==> src/hw/rtl/assert_macros.svh <==
// Assertion helpers: clocked on clk, off while rst is high.
`ifndef ASSERT_MACROS_SVH
`define ASSERT_MACROS_SVH

// Property must hold at every clock edge.
`define ASSERT_CLK(lbl, prop, msg) \
  lbl: assert property (@(posedge clk) disable iff (rst) prop) else $error(msg);

// Condition must never be true.
`define ASSERT_NEVER(lbl, cond, msg) \
  lbl: assert property (@(posedge clk) disable iff (rst) !(cond)) else $error(msg);

`endif

==> src/hw/rtl/kwhm_pkg.sv <==
`timescale 1ns / 1ps

package kwhm_pkg;

  localparam int LIST_SLOTS = 16;
  localparam int SLOT_AW    = $clog2(LIST_SLOTS);
  localparam int CNT_W      = $clog2(LIST_SLOTS + 1);

  // Lists taking part in one merge are capped at the smaller of 16 and LIST_SLOTS.
  localparam logic [4:0] MAX_LISTS = (LIST_SLOTS < 16) ? 5'(LIST_SLOTS) : 5'd16;

  localparam logic KIND_ELEM = 1'b0;
  localparam logic KIND_DONE = 1'b1;

  typedef struct packed {
    logic signed [31:0] val;
    logic [3:0]         list;
  } entry_t;

  localparam int ENTRY_W = $bits(entry_t);

  // True when a orders ahead of b: signed value, then lower list number.
  function automatic logic entry_before(input entry_t a, input entry_t b);
    logic lt;
    begin
      if (a.val != b.val) lt = ($signed(a.val) < $signed(b.val));
      else lt = (a.list < b.list);
      return lt;
    end
  endfunction

endpackage

==> src/hw/rtl/kwhm_ram.sv <==
`timescale 1ns / 1ps

module kwhm_ram #(
  parameter int WIDTH = 8,
  parameter int DEPTH = 16
) (
  input  logic                     clk,
  input  logic                     we,
  input  logic [$clog2(DEPTH)-1:0] waddr,
  input  logic [WIDTH-1:0]         wdata,
  input  logic [$clog2(DEPTH)-1:0] raddr,
  output logic [WIDTH-1:0]         rdata
);

  logic [WIDTH-1:0] mem [DEPTH];

  always_ff @(posedge clk) begin
    if (we) begin
      mem[waddr] <= wdata;
    end
    rdata <= mem[raddr];
  end

endmodule

==> src/hw/rtl/k_way_heap_merge_top.sv <==
`timescale 1ns / 1ps
`include "assert_macros.svh"

// K-way merge of sorted lists. After reset (or a completed merge) the block
// loads one head per list, list 0 first, and the last load transaction starts
// the first pop. Every later input transaction refills the list named by the
// previous result: a value is pushed, an exhausted mark only pops. A pop scans
// the live entries of the entry RAM one per cycle through a single comparator;
// a transaction that ends the merge (store empty) returns a done result
// (tuser high, data zero). Either one is held back while the previous result
// still waits in the output register. Ties go to the lower list number.
// num_lists (address 0) may be written only while the block is idle; 0 counts
// as 1, above 16 as 16.
module k_way_heap_merge_top (
  input  logic        clk,
  input  logic        rst,
  // stream in
  input  logic        s_tvalid,
  output logic        s_tready,
  input  logic [31:0] s_tdata,   // [31:0] value
  input  logic        s_tuser,   // [0] exhausted
  // stream out
  output logic        m_tvalid,
  input  logic        m_tready,
  output logic [39:0] m_tdata,   // [31:0] merged_value, [35:32] source_list, [39:36] zero
  output logic        m_tuser,   // [0] kind
  // configuration
  input  logic        psel,
  input  logic        penable,
  input  logic        pwrite,
  input  logic [2:0]  paddr,
  input  logic [31:0] pwdata,
  output logic [31:0] prdata,
  output logic        pready
);

  localparam logic [2:0] ST_IDLE     = 3'd0;
  localparam logic [2:0] ST_SCAN     = 3'd1;
  localparam logic [2:0] ST_SCAN_END = 3'd2;
  localparam logic [2:0] ST_MOVE     = 3'd3;
  localparam logic [2:0] ST_EMIT     = 3'd4;

  logic [2:0]                   state;
  logic [4:0]                   num_lists;
  logic [kwhm_pkg::CNT_W-1:0]   heap_count;
  logic [4:0]                   load_counter;
  logic                         merging;
  logic [3:0]                   pending_list;
  logic [kwhm_pkg::CNT_W-1:0]   scan_idx;
  logic                         rd_valid;
  logic [kwhm_pkg::SLOT_AW-1:0] rd_idx;
  kwhm_pkg::entry_t             best;
  logic [kwhm_pkg::SLOT_AW-1:0] best_idx;
  kwhm_pkg::entry_t             last;
  logic                         res_kind;
  kwhm_pkg::entry_t             res_entry;

  logic                         accept;
  logic                         push;
  logic [kwhm_pkg::CNT_W-1:0]   count_pushed;
  logic [kwhm_pkg::CNT_W-1:0]   last_pos;
  logic [4:0]                   eff_lists;
  logic [4:0]                   lc_inc;
  logic                         cfg_wr;
  logic                         ram_we;
  logic [kwhm_pkg::SLOT_AW-1:0] ram_waddr;
  kwhm_pkg::entry_t             ram_wdata;
  logic [kwhm_pkg::SLOT_AW-1:0] ram_raddr;
  kwhm_pkg::entry_t             ram_rdata;
  logic                         take_cand;
  logic                         emit_fire;

  assign pready = 1'b1;
  assign prdata = {27'd0, num_lists};
  assign cfg_wr = psel & penable & pwrite & pready & ~paddr[2];

  assign s_tready  = (state == ST_IDLE);
  assign accept    = s_tvalid & s_tready;
  assign emit_fire = (state == ST_EMIT) && (!m_tvalid || m_tready);

  always_comb begin
    eff_lists = num_lists;
    if (eff_lists == 5'd0) eff_lists = 5'd1;
    if (eff_lists > kwhm_pkg::MAX_LISTS) eff_lists = kwhm_pkg::MAX_LISTS;
  end

  assign push         = ~s_tuser && (heap_count < kwhm_pkg::CNT_W'(kwhm_pkg::LIST_SLOTS));
  assign count_pushed = heap_count + kwhm_pkg::CNT_W'(push);
  assign last_pos     = heap_count - kwhm_pkg::CNT_W'(1);
  assign lc_inc       = load_counter + 5'd1;

  // Write port: push on accept, move the last entry into the hole on a pop.
  always_comb begin
    ram_we    = 1'b0;
    ram_waddr = heap_count[kwhm_pkg::SLOT_AW-1:0];
    ram_wdata.val  = s_tdata;
    ram_wdata.list = merging ? pending_list : load_counter[3:0];
    if (accept) begin
      ram_we = push;
    end else if (state == ST_MOVE) begin
      ram_we    = (kwhm_pkg::CNT_W'(best_idx) != last_pos);
      ram_waddr = best_idx;
      ram_wdata = last;
    end
  end

  assign ram_raddr = scan_idx[kwhm_pkg::SLOT_AW-1:0];

  kwhm_ram #(
    .WIDTH (kwhm_pkg::ENTRY_W),
    .DEPTH (kwhm_pkg::LIST_SLOTS)
  ) u_entries (
    .clk   (clk),
    .we    (ram_we),
    .waddr (ram_waddr),
    .wdata (ram_wdata),
    .raddr (ram_raddr),
    .rdata (ram_rdata)
  );

  assign take_cand = rd_valid &&
                     ((rd_idx == '0) || kwhm_pkg::entry_before(ram_rdata, best));

  // Scan datapath: one entry per cycle through the shared comparator.
  always_ff @(posedge clk) begin
    rd_idx <= scan_idx[kwhm_pkg::SLOT_AW-1:0];
    if (take_cand) begin
      best     <= ram_rdata;
      best_idx <= rd_idx;
    end
    if (rd_valid && (kwhm_pkg::CNT_W'(rd_idx) == last_pos)) begin
      last <= ram_rdata;
    end
  end

  always_ff @(posedge clk) begin
    if (rst) begin
      state        <= ST_IDLE;
      num_lists    <= 5'd16;
      heap_count   <= '0;
      load_counter <= 5'd0;
      merging      <= 1'b0;
      pending_list <= 4'd0;
      scan_idx     <= '0;
      rd_valid     <= 1'b0;
      m_tvalid     <= 1'b0;
    end else begin
      if (cfg_wr) begin
        num_lists <= pwdata[4:0];
      end
      if (emit_fire) begin
        m_tvalid <= 1'b1;
      end else if (m_tvalid && m_tready) begin
        m_tvalid <= 1'b0;
      end
      rd_valid <= (state == ST_SCAN);

      case (state)
        ST_IDLE: begin
          if (accept) begin
            heap_count <= count_pushed;
            scan_idx   <= '0;
            if (!merging) begin
              if (lc_inc < eff_lists) begin
                load_counter <= lc_inc;
              end else begin
                load_counter <= 5'd0;
                if (count_pushed == '0) begin
                  state <= ST_EMIT;
                end else begin
                  merging <= 1'b1;
                  state   <= ST_SCAN;
                end
              end
            end else if (count_pushed == '0) begin
              merging <= 1'b0;
              state   <= ST_EMIT;
            end else begin
              state <= ST_SCAN;
            end
            res_kind  <= kwhm_pkg::KIND_DONE;
            res_entry <= '0;
          end
        end
        ST_SCAN: begin
          scan_idx <= scan_idx + kwhm_pkg::CNT_W'(1);
          if (scan_idx == last_pos) begin
            state <= ST_SCAN_END;
          end
        end
        ST_SCAN_END: begin
          state <= ST_MOVE;
        end
        ST_MOVE: begin
          heap_count   <= last_pos;
          pending_list <= best.list;
          res_kind     <= kwhm_pkg::KIND_ELEM;
          res_entry    <= best;
          state        <= ST_EMIT;
        end
        ST_EMIT: begin
          // hold until the output register is free
          if (emit_fire) begin
            state <= ST_IDLE;
          end
        end
        default: begin
          state <= ST_IDLE;
        end
      endcase
    end
  end

  always_ff @(posedge clk) begin
    if (emit_fire) begin
      m_tuser <= res_kind;
      m_tdata <= {4'd0, res_entry.list, res_entry.val};
    end
  end

  `ASSERT_NEVER(a_count_bound, heap_count > kwhm_pkg::CNT_W'(kwhm_pkg::LIST_SLOTS), "entry count above capacity")
  `ASSERT_CLK(a_best_live, (state == ST_MOVE) |-> (kwhm_pkg::CNT_W'(best_idx) < heap_count), "popped entry outside live range")
  `ASSERT_CLK(a_pop_shrinks, (state == ST_MOVE) |=> (heap_count == $past(heap_count) - kwhm_pkg::CNT_W'(1)), "pop did not remove one entry")

endmodule
==> config.mk <==
export PLATFORM = sky130hd
export DESIGN_NAME = k_way_heap_merge_top
export DESIGN_NICKNAME = d
export VERILOG_FILES = /design/src/hw/rtl/kwhm_pkg.sv /design/src/hw/rtl/kwhm_ram.sv /design/src/hw/rtl/k_way_heap_merge_top.sv
export VERILOG_INCLUDE_DIRS = /design/src /design/src/hw/rtl
export SDC_FILE = /design/constraint.sdc
export NUM_CORES = 1
export LEC_CHECK = 0
export BUFFER_PORTS_ARGS = -buffer_cell sky130_fd_sc_hd__buf_2
export CAP_MARGIN = 20
export CELL_PAD_IN_SITES_DETAIL_PLACEMENT = 0
export CELL_PAD_IN_SITES_GLOBAL_PLACEMENT = 1
export CORE_MARGIN = 2
export CORE_UTILIZATION = 55
export DETAILED_ROUTE_END_ITERATION = 6
export PLACE_DENSITY_LB_ADDON = 0.1
export SLEW_MARGIN = 40
export SYNTH_ARGS = -nofsm -noshare
export SYNTH_HDL_FRONTEND = slang
export SYNTH_SLANG_ARGS = --single-unit
==> constraint.sdc <==
create_clock -name clk -period 7.4 [get_ports clk]
set_clock_uncertainty 0.15 [all_clocks]
set_input_delay 0.37 -clock clk [delete_from_list [all_inputs] [get_ports clk]]
set_output_delay 0.37 -clock clk [all_outputs]
set_load 0.02 [all_outputs]
After elaboration in Yosys (flattened, before gate mapping)
Memories as Yosys holds them, arrays and structs flattened. A register that Yosys moved wholly into a read port is not among the register bits.
Index checks and enable logic that the tools add are counted.
{ "totals": {"ff_bits": 184, "latchBits": 0, "elab_cells": 104, "ramBits": 576, "mem_count": 1, "in_bits": 75, "mem_bits_ro": 0, "output_inout_bits": 76} }
{ "op_classes": {"multipliers": 0, "addsub": 4, "n_bitwise": 8, "n_shift": 0, "n_eq_ne": 12, "n_mux": 33, "div": 0, "magnitude_cmp": 5, "reduce_logical": 21} }
{ "mem_list": {"columns": ["memory", "words", "width", "read_ports", "rd_clocked_by_memory_dff", "write_ports", "line", "text"], "rows": [
  ["u_entries.mem", 16, 36, 1, 1, 1, "kwhm_ram.sv:15", "logic [WIDTH-1:0] mem [DEPTH];"]
]} }
{ "ops": {"columns": ["op", "count"], "rows": [
  ["2-to-1 mux 36 bit", 3],
  ["one-hot mux 36 bit (2 select lines)", 1],
  ["< comparator 32 bit", 1],
  ["inequality test 32 bit", 1],
  ["2-to-1 mux 5 bit", 5],
  ["one-hot mux 5 bit (2 select lines)", 2],
  ["2-to-1 mux 3 bit", 6],
  ["one-hot mux 3 bit (5 select lines)", 1],
  ["2-to-1 mux 4 bit", 3],
  ["2-to-1 mux 1 bit", 11],
  ["adder 5 x 1 -> 5 bit, second input constant", 2],
  ["logical NOT 5 bit", 2],
  ["== test 3 x 2 -> 1 bit, second input constant", 2],
  ["AND reduction 2 bit", 3],
  ["AND reduction 3 bit", 2],
  ["nonzero test 2 bit", 3],
  ["adder 5 x 1 -> 5 bit", 1],
  ["== test 4 x 5 -> 1 bit", 1],
  ["== test 5 bit", 1],
  ["greater-than comparator 5 bit, second input constant", 1],
  ["logical AND 1 bit", 5],
  ["< comparator 5 bit", 1],
  ["< comparator 5 bit, second input constant", 1],
  ["inequality test 4 x 5 -> 1 bit", 1],
  ["other kinds (15)", 23]
]} }

Logic depth before layout (Yosys ltp)
Gate-level depths: netlist (run 1).
{ "depth": {"depth_word": 9, "depth_mapped": 9} }

By module
From an unflattened synthesis (run 1), not the netlist that was laid out.
{ "hier_totals": {"cells_unflattened": 1642, "hier_area_um2": 30561.8} }
{ "by_module_without_submodules": {"columns": ["module", "area_per_inst_um2", "seq_area_each_um2", "cells_each", "instances"], "rows": [
  ["kwhm_ram", 22318.9, 18017.3, 938, 1],
  ["k_way_heap_merge_top", 8242.9, 5185.0, 704, 1]
]} }

Least setup slack after synthesis (run 1)
OpenSTA, ideal clock, no wires.
{ "synth_path": {"kind": "reg-to-reg", "start": "register heap_count[0] (netlist bit)", "end": "register last[0] (netlist bit), enable pin", "setup_time_ps": 474, "setup_slack_ps": 2891, "path_stages_with_launch": 8, "arrival_ps": 3885, "period_less_slack_ps": 4509, "n_path_buf": 1, "path_cell_list": "dfxtp_1 -> buf_2 -> inv_1 -> ha_1 -> nor3b_1 -> xnor2_1 -> nand4_1 -> nor3_1"} }
{ "synth_via": {"elab_chain_len": 3} }
{ "synth_lines": {"columns": ["item", "line", "text"], "rows": [
  ["start: declaration", "k_way_heap_merge_top.sv:45", "logic [kwhm_pkg::CNT_W-1:0] heap_count;"],
  ["start signal: assignment", "k_way_heap_merge_top.sv:161", "heap_count <= count_pushed;"],
  ["start signal: assignment", "k_way_heap_merge_top.sv:195", "heap_count <= last_pos;"],
  ["subtractor 5 x 1 -> 5 bit", "k_way_heap_merge_top.sv:89", "assign last_pos = heap_count - kwhm_pkg::CNT_W'(1);"],
  ["== test 4 x 5 -> 1 bit", "k_way_heap_merge_top.sv:131", "if (rd_valid && (kwhm_pkg::CNT_W'(rd_idx) == last_pos)) begin"],
  ["logical AND 1 bit", "k_way_heap_merge_top.sv:131", null],
  ["end signal: assignment", "k_way_heap_merge_top.sv:132", "last <= ram_rdata;"],
  ["end: declaration", "k_way_heap_merge_top.sv:54", "kwhm_pkg::entry_t last;"]
]} }
No other way between the ends.
A chain may end at the register's enable or synchronous reset.

Worst setup path in the final report (run 1)
{ "layout_path": {"start": "register heap_count[0] (netlist bit)", "end": "memory u_entries.mem[4][0] (netlist bit), enable pin"} }
{ "layout_via": {"elab_chain_len": 6, "word_cells_on_any_way": 10} }
{ "layout_lines": {"columns": ["item", "line", "text"], "rows": [
  ["subtractor 5 x 1 -> 5 bit", "k_way_heap_merge_top.sv:89", null],
  ["inequality test 4 x 5 -> 1 bit", "k_way_heap_merge_top.sv:101", "ram_we = (kwhm_pkg::CNT_W'(best_idx) != last_pos);"],
  ["2-to-1 mux 1 bit", "k_way_heap_merge_top.sv:100", "end else if (state == ST_MOVE) begin"],
  ["2-to-1 mux 1 bit", "k_way_heap_merge_top.sv:98", "if (accept) begin"],
  ["2-to-1 mux 1 bit", "kwhm_ram.sv:18", "if (we) begin"],
  ["2-to-1 mux 1 bit (implied by the code)", "kwhm_ram.sv:19", "mem[waddr] <= wdata;"],
  ["end: declaration", "kwhm_ram.sv:15", null]
]} }
Parallel ways exist; a longest one is shown, timed or not.

==> results of run 1 <==
## power breakdown
part | internal (mW) | switching [mW] | leakage, nW | total [mW]
clock network | 2.49 | 1.69 | 1.32 | 4.18
logic | 0.709 | 0.842 | 3.33 | 1.55
registers | 5.37 | 0.216 | 7.20 | 5.59
## through the flow
stage | utilization | power (mW) | area [um^2] | hold WS [ns]
6_report | 0.6366 | 11.32 | 35280 | 0.1175
5_1_grt | 0.6366 | 11.74 | 35280 | 0.1170
4_1_cts | 0.6364 | 11.42 | 35270 | 0.08432
3_5_place_dp | 0.5858 | 7.247 | 32460 | 0.2545
3_3_place_gp | 0.5811 | 7.199 | 32200 | 0.2505
2_1_floorplan | - | 6.813 | 31090 | 0.1790
## per-layer routing
metal  part of all wire  global-route usage
met2               0.50              0.3888
met3              0.053             0.04284
met4              0.022             0.06510
met1               0.42              0.3262
met5                  0                   0
## flip-flops by register name, indices dropped and copies added (netlist names), 5 cells and up
| name | flops |
|---|---|
| res_entry | 36 |
| scan_idx | 5 |
| m_tdata | 36 |
| last | 36 |
| load_counter | 5 |
| u_entries.mem | 576 |
| u_entries.rdata | 36 |
| best | 36 |
| heap_count | 5 |
| num_lists | 5 |
## cells in the final DEF, fill, tap and decap left out, drive strengths merged, types with 17 or more instances in the layout
master  count
edfxtp    726
mux4      180
buf       134
nand2     131
clkbuf    114
nor2       84
dfxtp      70
inv        47
ha         44
conb       32
a21oi      31
o21ai      20
clkinv     20
xnor2      17
## logic make-up after synthesis
| kind of cell | synth area share |
|---|---|
| flip-flops | 0.7491 |
| AND/OR/NAND/NOR | 0.03931 |
| multiplexers | 0.1417 |
| buffers and inverters | 0.02767 |
| AO/OA/AOI/OAI | 0.01644 |
| adder cells (fa/ha/maj) | 0.01777 |
| XOR/XNOR | 0.007756 |
| other | 0.0002425 |
## layout make-up
cell class / count / area (um^2) / share of cell area
Sequential cell: 796 / 23220 / 0.6582
Multi-Input combinational cell: 654 / 7212 / 0.2044
Clock buffer: 114 / 2297 / 0.06512
Timing Repair Buffer: 140 / 985.9 / 0.02795
Tap cell: 748 / 935.9 / 0.02653
Clock inverter: 37 / 449.2 / 0.01273
Inverter: 47 / 177.7 / 0.005037
## final timing paths
check                      from                   to  slack [ns]
setup reg to reg  heap_count[0]  u_entries.mem[4][0]        3.51
hold reg to reg   res_entry[11]           m_tdata[7]        0.26
setup / recovery  heap_count[0]  u_entries.mem[4][0]        3.51
hold / removal              rst         num_lists[0]        0.12
## what timing repair did
action,CTS,global route
hold buffers,6,0
endpoints found under the hold margin,6,0
gates resized for setup,0,0
==> Implementation_results.wiki, run 1 <==
{| class="wikitable"
! Metric !! Value
|-
| Tightest Pin Transition || between 0.8 and 0.9 ns
|-
| Post-synthesis cell type count || between 50 and 60
|-
| First-pass GRT wire length || 97.51 mm
|-
| Post-CTS Setup Bufs || 0
|-
| Clk Latency, worst-skew pair || between 0.6 and 0.7 ns
|-
| Sum Neg Setup Slack || 0 ns
|-
| Minimum period implied by the final worst setup slack || 3.892 ns
|-
| Cell area after synthesis || roughly 31,000 um^2
|-
| Mean instance size in the synthesized netlist || slightly below 20 um^2
|-
| Setup WS pre-CTS || 3.553 ns
|-
| Ranking of synthesized cells by area || sky130_fd_sc_hd__edfxtp_1, sky130_fd_sc_hd__mux4_2, sky130_fd_sc_hd__mux4_1
|-
| Yosys top cell area share || 0.7039
|-
| Slowest cell on the critical path || sky130_fd_sc_hd__dfxtp_1
|-
| Category of the most critical setup path || register to register
|-
| Number of standard cells in the final layout excluding fillers || between 2,000 and 3,000
|-
| First DRT Iteration DRCs || approximately 1,200
|-
| Global routing usage summed across all routing layers || 0.2352
|-
| Worst path arrival time || about 4 ns
|-
| Number of storage elements in the synthesis netlist || roughly 800
|-
| CTS tree || built
|-
| Max frequency || roughly 260 MHz
|-
| Total via count after detailed routing || between 10,000 and 15,000
|-
| Total setup violations reported at the end of the flow || 0
|-
| Diode count || 0
|-
| Main synth FF type || sky130_fd_sc_hd__edfxtp_1
|-
| Core Rows || 86
|-
| Final Hold Fails || 0
|-
| Tcrit/Tclk final || 0.5259
|-
| Max incr delay on CP || between 0.6 and 0.7 ns
|-
| Count of flip-flops with a built-in enable after synthesis || between 700 and 800
|-
| Maximum number of pins on one net before global-route repair || 57
|-
| Leak Pwr || roughly 12 nW
|-
| IO Count || ~150
|-
| First-pass iteration count of the detailed router || 7
|-
| Number of sinks handled by clock tree synthesis || approximately 800
|-
| RSZ-0062 raised after global routing || no
|-
| Number of cells after detailed placement || 2,379
|-
| Net count reported at finish || between 1,500 and 2,000
|-
| Max-cap violations || 0
|-
| Yosys warnings || 0
|-
| Placer's final routability congestion estimate || 0.7628
|-
| Total clock buffers created by CTS || just over 80
|-
| HP Class || input port to register
|-
| R2R cell count || 9
|-
| Cells along the critical path || inv_1 -> ha_1 -> nor3b_1 -> xnor2_1 -> nand4_1 -> a22o_1 -> o21ai_1 -> nor2_4 -> buf_4
|-
| Via-per-instance ratio || between 5 and 6
|-
| Die area || about 58,000 um^2
|-
| Cell family with most CP delay || simple AND/OR/NAND/NOR gates
|-
| Proportion of synthesized chip area in sequential cells || 0.7491
|-
| Leading cell type by number of instances after synthesis || sky130_fd_sc_hd__edfxtp_1
|-
| Die width || 241.3 um
|-
| Clock-pin slew reported for the worst setup and hold paths after clock tree synthesis || about 0.060 ns
|-
| Final HPWL from detailed placement || around 37 mm
|-
| Chip height || roughly 240 um
|-
| Number of fill cells || approximately 3,800
|-
| Critical-path maximum fanout || 25
|-
| Largest vdd supply drop || 0.0002040 V
|-
| Hold Crit Depth || 2
|-
| Depth of the CTS H-tree || 3
|-
| Final WL || roughly 66 mm
|-
| Power per cell area || between 300 and 400 nW/um^2
|-
| Crit path depth || 9
|-
| Share of layout cells above drive strength 1 || 0.2293
|-
| Result of the run || finished clean
|-
| Required time at the worst-slack endpoint || around 7.5 ns
|-
| Fraction of registers with async set or reset after synthesis || 0
|-
| Max-slew headroom || 0.4410
|-
| Number of design rule violations left after detail routing || 0
|-
| Post-DRT Antenna Nets || 0
|-
| Global-route congestion overflow total || 0
|-
| Number of antenna violations at the first check in global routing || 2
|-
| Synth-to-Final Area Change || 13.89%
|-
| Area of the placeable core || around 55,000 um^2
|-
| Starting utilization of the core area || 0.5589
|-
| Pins over their slew limit || 0
|-
| Critical path capture point type || register
|-
| Post-route worst setup slack || 3.508 ns
|-
| Kind of start point of the critical path || register
|-
| Count of input and output buffers || 89
|-
| Number of instances in the synthesized netlist || about 1,600
|-
| Worst path bufs/invs || 2
|-
| Top cell types by occurrence after synthesis || sky130_fd_sc_hd__edfxtp_1, sky130_fd_sc_hd__nand2_1, sky130_fd_sc_hd__mux4_2
|-
| Maximum count of clock buffers along a single path || 3
|-
| Yosys top cell by area || sky130_fd_sc_hd__edfxtp_1
|-
| Avg WL per Cell || between 20 and 30 um
|-
| Via count of the first global-routing pass || roughly 15,000
|-
| Clock tree root buffer cell || sky130_fd_sc_hd__clkbuf_16
|}
(Power assumes the default switching activity.)
==> run 2, diff against run 1 <==
Settings changed: ABC_AREA set to 1, CORE_UTILIZATION 55 to 46.
Clock period 7.4 ns to 3.4 ns, I/O delays scaled along.
==> Implementation_results.wiki, run 2 <==
{| class="wikitable"
! Metric !! Value
|-
| Leak Pwr || between 10 and 15 nW
|-
| Share of layout cells above drive strength 1 || 0.1229
|-
| Setup WS pre-CTS || between 0.3 and 0.4 ns
|-
| Count of flip-flops with a built-in enable after synthesis || ~730
|-
| Power per cell area || approximately 660 nW/um^2
|-
| Required time at the worst-slack endpoint || around 3.6 ns
|-
| Leading cell type by number of instances after synthesis || sky130_fd_sc_hd__edfxtp_1
|-
| Global-route congestion overflow total || 0
|-
| Minimum period implied by the final worst setup slack || between 3 and 4 ns
|-
| Number of antenna violations at the first check in global routing || 1
|-
| Final HPWL from detailed placement || 43.88 mm
|-
| Clk Latency, worst-skew pair || between 0.6 and 0.7 ns
|-
| Maximum count of clock buffers along a single path || 3
|-
| Area of the placeable core || approximately 67,000 um^2
|-
| Post-route worst setup slack || about 0.35 ns
|-
| Global routing usage summed across all routing layers || 0.2255
|-
| Avg WL per Cell || roughly 23 um
|-
| Yosys warnings || 0
|-
| Max-slew headroom || 0.4620
|-
| Number of resized instances in the post-cts repair step || 0
|-
| Pins over their slew limit || 0
|-
| Final WL || between 70 and 80 mm
|-
| Worst path arrival time || 3.23 ns
|-
| Synth-to-Final Area Change || 15.08%
|-
| RSZ-0062 raised after global routing || no
|-
| Post-DRT Antenna Nets || 0
|-
| Post-CTS Setup Bufs || 0
|-
| Mean instance size in the synthesized netlist || approximately 13 um^2
|-
| Top cell types by occurrence after synthesis || sky130_fd_sc_hd__edfxtp_1, sky130_fd_sc_hd__nor2_1, sky130_fd_sc_hd__o21ai_0
|-
| Chip height || 264.6 um
|-
| First-pass GRT wire length || around 120 mm
|-
| Depth of the CTS H-tree || 3
|-
| Cell area after synthesis || ~31,000 um^2
|-
| Category of the most critical setup path || register to register
|-
| Tcrit/Tclk final || 0.8981
|-
| IO Count || approximately 150
|-
| First-pass iteration count of the detailed router || 5
|-
| Number of sinks handled by clock tree synthesis || 796
|-
| Post-synthesis cell type count || roughly 40
|-
| Critical path capture point type || register
|-
| Ranking of synthesized cells by area || sky130_fd_sc_hd__edfxtp_1, sky130_fd_sc_hd__o21ai_0, sky130_fd_sc_hd__nor2_1
|-
| Total via count after detailed routing || just under 20,000
|-
| Via-per-instance ratio || about 5.6
|-
| Main synth FF type || sky130_fd_sc_hd__edfxtp_1
|-
| Largest vdd supply drop || 0.0003946 V
|-
| Clock-pin slew reported for the worst setup and hold paths after clock tree synthesis || approximately 0.060 ns
|-
| HP Class || input port to register
|-
| Total clock buffers created by CTS || 85
|-
| Total setup violations reported at the end of the flow || 0
|-
| Net count reported at finish || 2,636
|-
| Fraction of registers with async set or reset after synthesis || 0
|-
| Number of storage elements in the synthesis netlist || just under 800
|-
| Proportion of synthesized chip area in sequential cells || 0.7427
|-
| Placer's final routability congestion estimate || roughly 0.81
|-
| Die width || approximately 260 um
|-
| Number of flip-flops under the largest register name || 576
|-
| Tightest Pin Transition || just over 0.8 ns
|-
| Final Hold Fails || 0
|-
| Yosys top cell by area || sky130_fd_sc_hd__edfxtp_1
|-
| Via count of the first global-routing pass || approximately 19,000
|-
| Final total power || 23.79 mW
|-
| Die area || between 70,000 and 80,000 um^2
|-
| Commonest cells after routing, fill and taps aside || sky130_fd_sc_hd__edfxtp_1, sky130_fd_sc_hd__nor2_1, sky130_fd_sc_hd__o21ai_0, sky130_fd_sc_hd__nand2_1, sky130_fd_sc_hd__o221ai_1
|-
| Diode count || 0
|-
| Core Rows || 95
|-
| Number of instances in the synthesized netlist || about 2,400
|-
| Max frequency || about 330 MHz
|-
| Starting utilization of the core area || 0.4652
|-
| Count of input and output buffers || ~90
|-
| First DRT Iteration DRCs || around 2,000
|-
| Critical-path maximum fanout || 11
|-
| Max-cap violations || 0
|-
| Result of the run || finished clean
|-
| CTS tree || built
|-
| Register ranked first by flip-flop count || u_entries.mem
|-
| Kind of start point of the critical path || register
|-
| Commonest non-fill, non-tap cell in the layout || sky130_fd_sc_hd__edfxtp_1
|-
| Maximum number of pins on one net before global-route repair || 196
|-
| Clock tree root buffer cell || sky130_fd_sc_hd__clkbuf_16
|-
| Yosys top cell area share || 0.6979
|-
| Number of design rule violations left after detail routing || 0
|}
[run 2: cell count changes after synthesis, sizes merged, moves of 30 or more]
| cell | delta |
|---|---|
| nor2 | +297 |
| nand3 | +45 |
| o221ai | +116 |
| nand2 | +132 |
| inv | +61 |
| o21ai | +284 |
| mux4 | -180 |
| o22ai | +30 |
| clkbuf | +77 |
| o211ai | +32 |
[run 2: worst paths after layout]
kind | from | to | slack, ns | cells after the start
worst max-delay path | heap_count[0] | u_entries.mem[10][9] | 0.35 | 13
worst min-delay path | s_tdata[23] | u_entries.mem[9][27] | 0.09 | 3
worst min register to register | res_entry[32] | m_tdata[28] | 0.27 | 0
worst max register to register | heap_count[0] | u_entries.mem[10][9] | 0.35 | 13
[run 2: repair_timing]
item                       CTS  global route
hold buffers                20             0
hold endpoints to repair    28             0
setup endpoints to repair    0             0
[run 2: kinds of logic (layout without fill, tap and decap cells)]
logic type,Yosys count,after routing,synth area share
DFF,796,796,0.7427
and+or+nand+nor,726,726,0.09284
AOI/OAI and AO/OA,533,533,0.1045
buffers and inverters,276,443,0.03813
adders and majority gates,44,44,0.01762
xor gates and xnor gates,14,14,0.003925
other,2,32,0.0002404
[run 2: critical path, stage by stage (launching register included)]
cell                      delay, ns
sky130_fd_sc_hd__dfxtp_1       0.46
sky130_fd_sc_hd__inv_2         0.11
sky130_fd_sc_hd__ha_1          0.25
sky130_fd_sc_hd__inv_1         0.06
sky130_fd_sc_hd__nand2_1       0.04
sky130_fd_sc_hd__nand2_1       0.19
sky130_fd_sc_hd__xnor2_1       0.15
sky130_fd_sc_hd__nor3_1        0.06
sky130_fd_sc_hd__nand3_1       0.07
sky130_fd_sc_hd__nand2_1       0.06
sky130_fd_sc_hd__nand2_2       0.14
sky130_fd_sc_hd__nand2_1       0.27
sky130_fd_sc_hd__nor2_4        0.50
sky130_fd_sc_hd__buf_12        0.23
[run 2: metrics by stage]
stage | cell area (um^2) | cells | TNS, ns | hold slack (ns) | util
3_5_place_dp | 33030 | 3282 | 0 | 0.2506 | 0.4918
3_3_place_gp | 33010 | 3281 | 0 | 0.2500 | 0.4915
2_1_floorplan | 31360 | 2421 | -75.73 | 0.1034 | -
5_1_grt | 35950 | 3461 | 0 | 0.1262 | 0.5353
6_report | 35950 | 3461 | 0 | 0.08605 | 0.5353
4_1_cts | 35920 | 3460 | 0 | 0.05195 | 0.5349
[run 2: metal layers]
layer  track usage  up-vias  wire length [um]
li1              -     8951                 -
met1        0.3273     9852             35850
met2        0.3560      583             36690
met3       0.03372      110              4861
met4       0.06311        0              1561
met5             0        -                 0
[run 2: final cells by class]
cell class                 instances  area (um^2)
clock inverter                    47        385.4
sequential                       796        23210
inverter                         107        409.1
fill                            5588        31210
timing repair buffer             178         1429
multi-input combinational       1349         7112
tap                              873         1092
clock buffer                     111         2307
[run 2: power by group]
part           total [mW]  internal (mW)  leakage, nW  switching [mW]
Clock                8.95           5.23         1.31            3.73
Sequential           11.8           11.4         7.17           0.413
Combinational        3.03          0.908         4.18            2.13
==> run 3, diff against run 2 <==
Settings changed: ABC_AREA 1 to unset, CORE_UTILIZATION 46 to 48.
==> Implementation_results.wiki, run 3 (synthesis results as in run 1) <==
{| class="wikitable"
! Metric !! Value
|-
| Slowest cell on the critical path || sky130_fd_sc_hd__nor4_1
|-
| Synth-to-Final Area Change || 15.47%
|-
| Required time at the worst-slack endpoint || between 3 and 4 ns
|-
| Max-slew headroom || 0.5486
|-
| Met2 wire length || between 30 and 40 mm
|-
| Critical path capture point type || register
|-
| Worst path arrival time || between 3 and 4 ns
|-
| Kind of start point of the critical path || register
|-
| Final total power || about 25 mW
|-
| Number of design rule violations left after detail routing || 0
|-
| Power share of the clock group || 0.359
|-
| Via-per-instance ratio || roughly 5.6
|-
| Number of sinks handled by clock tree synthesis || between 700 and 800
|-
| Clock-pin slew reported for the worst setup and hold paths after clock tree synthesis || roughly 0.06 ns
|-
| Global-route congestion overflow total || 0
|-
| Fraction of power consumed by sequential logic || 0.497
|-
| Minimum period implied by the final worst setup slack || approximately 3 ns
|-
| Max incr delay on CP || approximately 0.46 ns
|-
| Result of the run || finished clean
|-
| IO Count || 151
|-
| Tcrit/Tclk final || 0.8846
|-
| Global routing usage summed across all routing layers || 0.2056
|-
| Largest vdd supply drop || ~0.00035 V
|-
| Total via count after detailed routing || around 15,000
|-
| Avg WL per Cell || around 25 um
|-
| Final HPWL from detailed placement || just under 40 mm
|-
| Max-cap violations || 0
|-
| Max frequency || ~330 MHz
|-
| Commonest non-fill, non-tap cell in the layout || sky130_fd_sc_hd__edfxtp_1
|-
| Pins over their slew limit || 0
|-
| First DRT Iteration DRCs || about 1,300
|-
| Via count of the first global-routing pass || between 15,000 and 20,000
|-
| Top sig layer || met4
|-
| Diode count || 0
|-
| Internal || roughly 18 mW
|-
| Chip height || between 200 and 300 um
|-
| RSZ-0062 raised after global routing || no
|-
| Clock tree root buffer cell || sky130_fd_sc_hd__clkbuf_16
|-
| Critical-path maximum fanout || 16
|-
| First-pass iteration count of the detailed router || 5
|-
| First-pass GRT wire length || a little under 100 mm
|-
| Share of layout cells above drive strength 1 || 0.2371
|-
| Number of cells after detailed placement || roughly 2,500
|-
| Met3 routed WL || a little over 3 mm
|-
| Final WL || 67.51 mm
|-
| Comb power frac || 0.144
|-
| Final Hold Fails || 0
|-
| Die width || around 260 um
|-
| Maximum count of clock buffers along a single path || 3
|-
| Number of antenna violations at the first check in global routing || 0
|-
| Placer's final routability congestion estimate || slightly below 0.8
|-
| Met1 Wirelength || 30.75 mm
|-
| Number of standard cells in the final layout excluding fillers || approximately 2,700
|-
| Die area || about 67,000 um^2
|-
| Tightest Pin Transition || 0.6771 ns
|-
| Total setup violations reported at the end of the flow || 0
|-
| Register ranked first by flip-flop count || u_entries.mem
|-
| Depth of the CTS H-tree || 3
|-
| Total clock buffers created by CTS || 82
|-
| Count of input and output buffers || just under 90
|-
| Power per cell area || 687.5 nW/um^2
|-
| Number of flip-flops under the largest register name || 576
|-
| Clk Latency, worst-skew pair || roughly 0.63 ns
|-
| Sum Neg Setup Slack || 0 ns
|-
| Starting utilization of the core area || 0.4831
|-
| Maximum number of pins on one net before global-route repair || 55
|-
| Commonest cells after routing, fill and taps aside || sky130_fd_sc_hd__edfxtp_1, sky130_fd_sc_hd__nand2_1, sky130_fd_sc_hd__mux4_2, sky130_fd_sc_hd__buf_2, sky130_fd_sc_hd__clkbuf_16
|-
| CTS tree || built
|-
| Leak Pwr || 12.05 nW
|-
| Core Rows || between 90 and 100
|-
| Category of the most critical setup path || register to register
|-
| Cells along the critical path || ha_1 -> nand4_1 -> nor4_1 -> and4bb_2 -> o31ai_1 -> a21o_1 -> a31oi_4 -> buf_4
|-
| HP Class || input port to register
|-
| Number of fill cells || 4,948
|-
| Switch Pwr || just over 6 mW
|-
| Net count reported at finish || roughly 1,900
|-
| Switching share of total power || 0.2493
|-
| Area of the placeable core || 64,120 um^2
|-
| Post-DRT Antenna Nets || 0
|}
run 3: cell types whose count changed in the layout (fill, tap and decap cells not counted), sizes merged, moves of 9 or more:
cell / previous run / this run
nor3: 7 / 16
nand3: 61 / 16
inv: 107 / 49
o221ai: 116 / 0
nor2: 381 / 84
mux4: 0 / 180
xnor2: 4 / 17
nand2: 263 / 131
o22ai: 31 / 1
clkinv: 40 / 31
o211ai: 33 / 1
o21ai: 304 / 20
run 3: worst max-delay path: cells and delay by family, from the launching register on:
kind	cells	cell delay [ns]
fa+ha+maj	1	0.33
buf+inv	1	0.28
compound gates	3	0.55
simple gates	3	1.02
flops	1	0.35
run 3: final timing paths:
check / to / slack (ns) / cells past startpoint / from
max: best[0] / 0.39 / 8 / u_entries.rdata[19]
max reg2reg: best[0] / 0.39 / 8 / u_entries.rdata[19]
min: heap_count[0] / 0.04 / 5 / s_tuser
min reg2reg: m_tdata[35] / 0.27 / 0 / res_entry[3]
run 3: per-stage QoR:
stage / hold WS, ns / instance area [um^2] / util / setup WS, ns
after floorplan: 0.1639 / 31120 / - / -0.2991
after detailed placement: 0.2545 / 32890 / 0.5130 / 0.3491
after global placement: 0.2515 / 32870 / 0.5127 / 0.3324
after CTS: 0.003021 / 35760 / 0.5578 / 0.3350
final: 0.04119 / 35760 / 0.5578 / 0.3923
after global routing: 0.09760 / 35760 / 0.5578 / 0.1656
run 3: layer usage:
metal / vias to the layer above / global-route usage
met5: - / 0
met4: 0 / 0.05475
li1: 6620 / -
met3: 84 / 0.02915
met2: 358 / 0.3284
met1: 7829 / 0.3006
run 3: what timing repair did:
action | in CTS | in global routing
hold buffers | 18 | 0
setup buffers | 0 | 0
setup endpoints to repair | 0 | 0
hold endpoints to repair | 27 | 0
gates resized for setup | 0 | 0
run 3: cell type report:
type                       count  area (um^2)  area share
clock buffer                 113         2278     0.06371
clock inverter                40        414.1     0.01158
inverter                      47        177.7    0.004968
multi-input combinational    654         7216      0.2018
sequential                   796        23210      0.6491
tap                          855         1070     0.02991
timing repair buffer         176         1394     0.03897
run 3: power by group through the flow:
stage,logic [mW],clock network [mW],registers (mW)
after CTS,3.61,9.04,12.2
after global routing,3.87,9.39,12.3
after global placement,3.56,0,12.4
after detailed placement,3.59,0,12.4
after floorplan,2.56,0,12.3
final,3.55,8.82,12.2
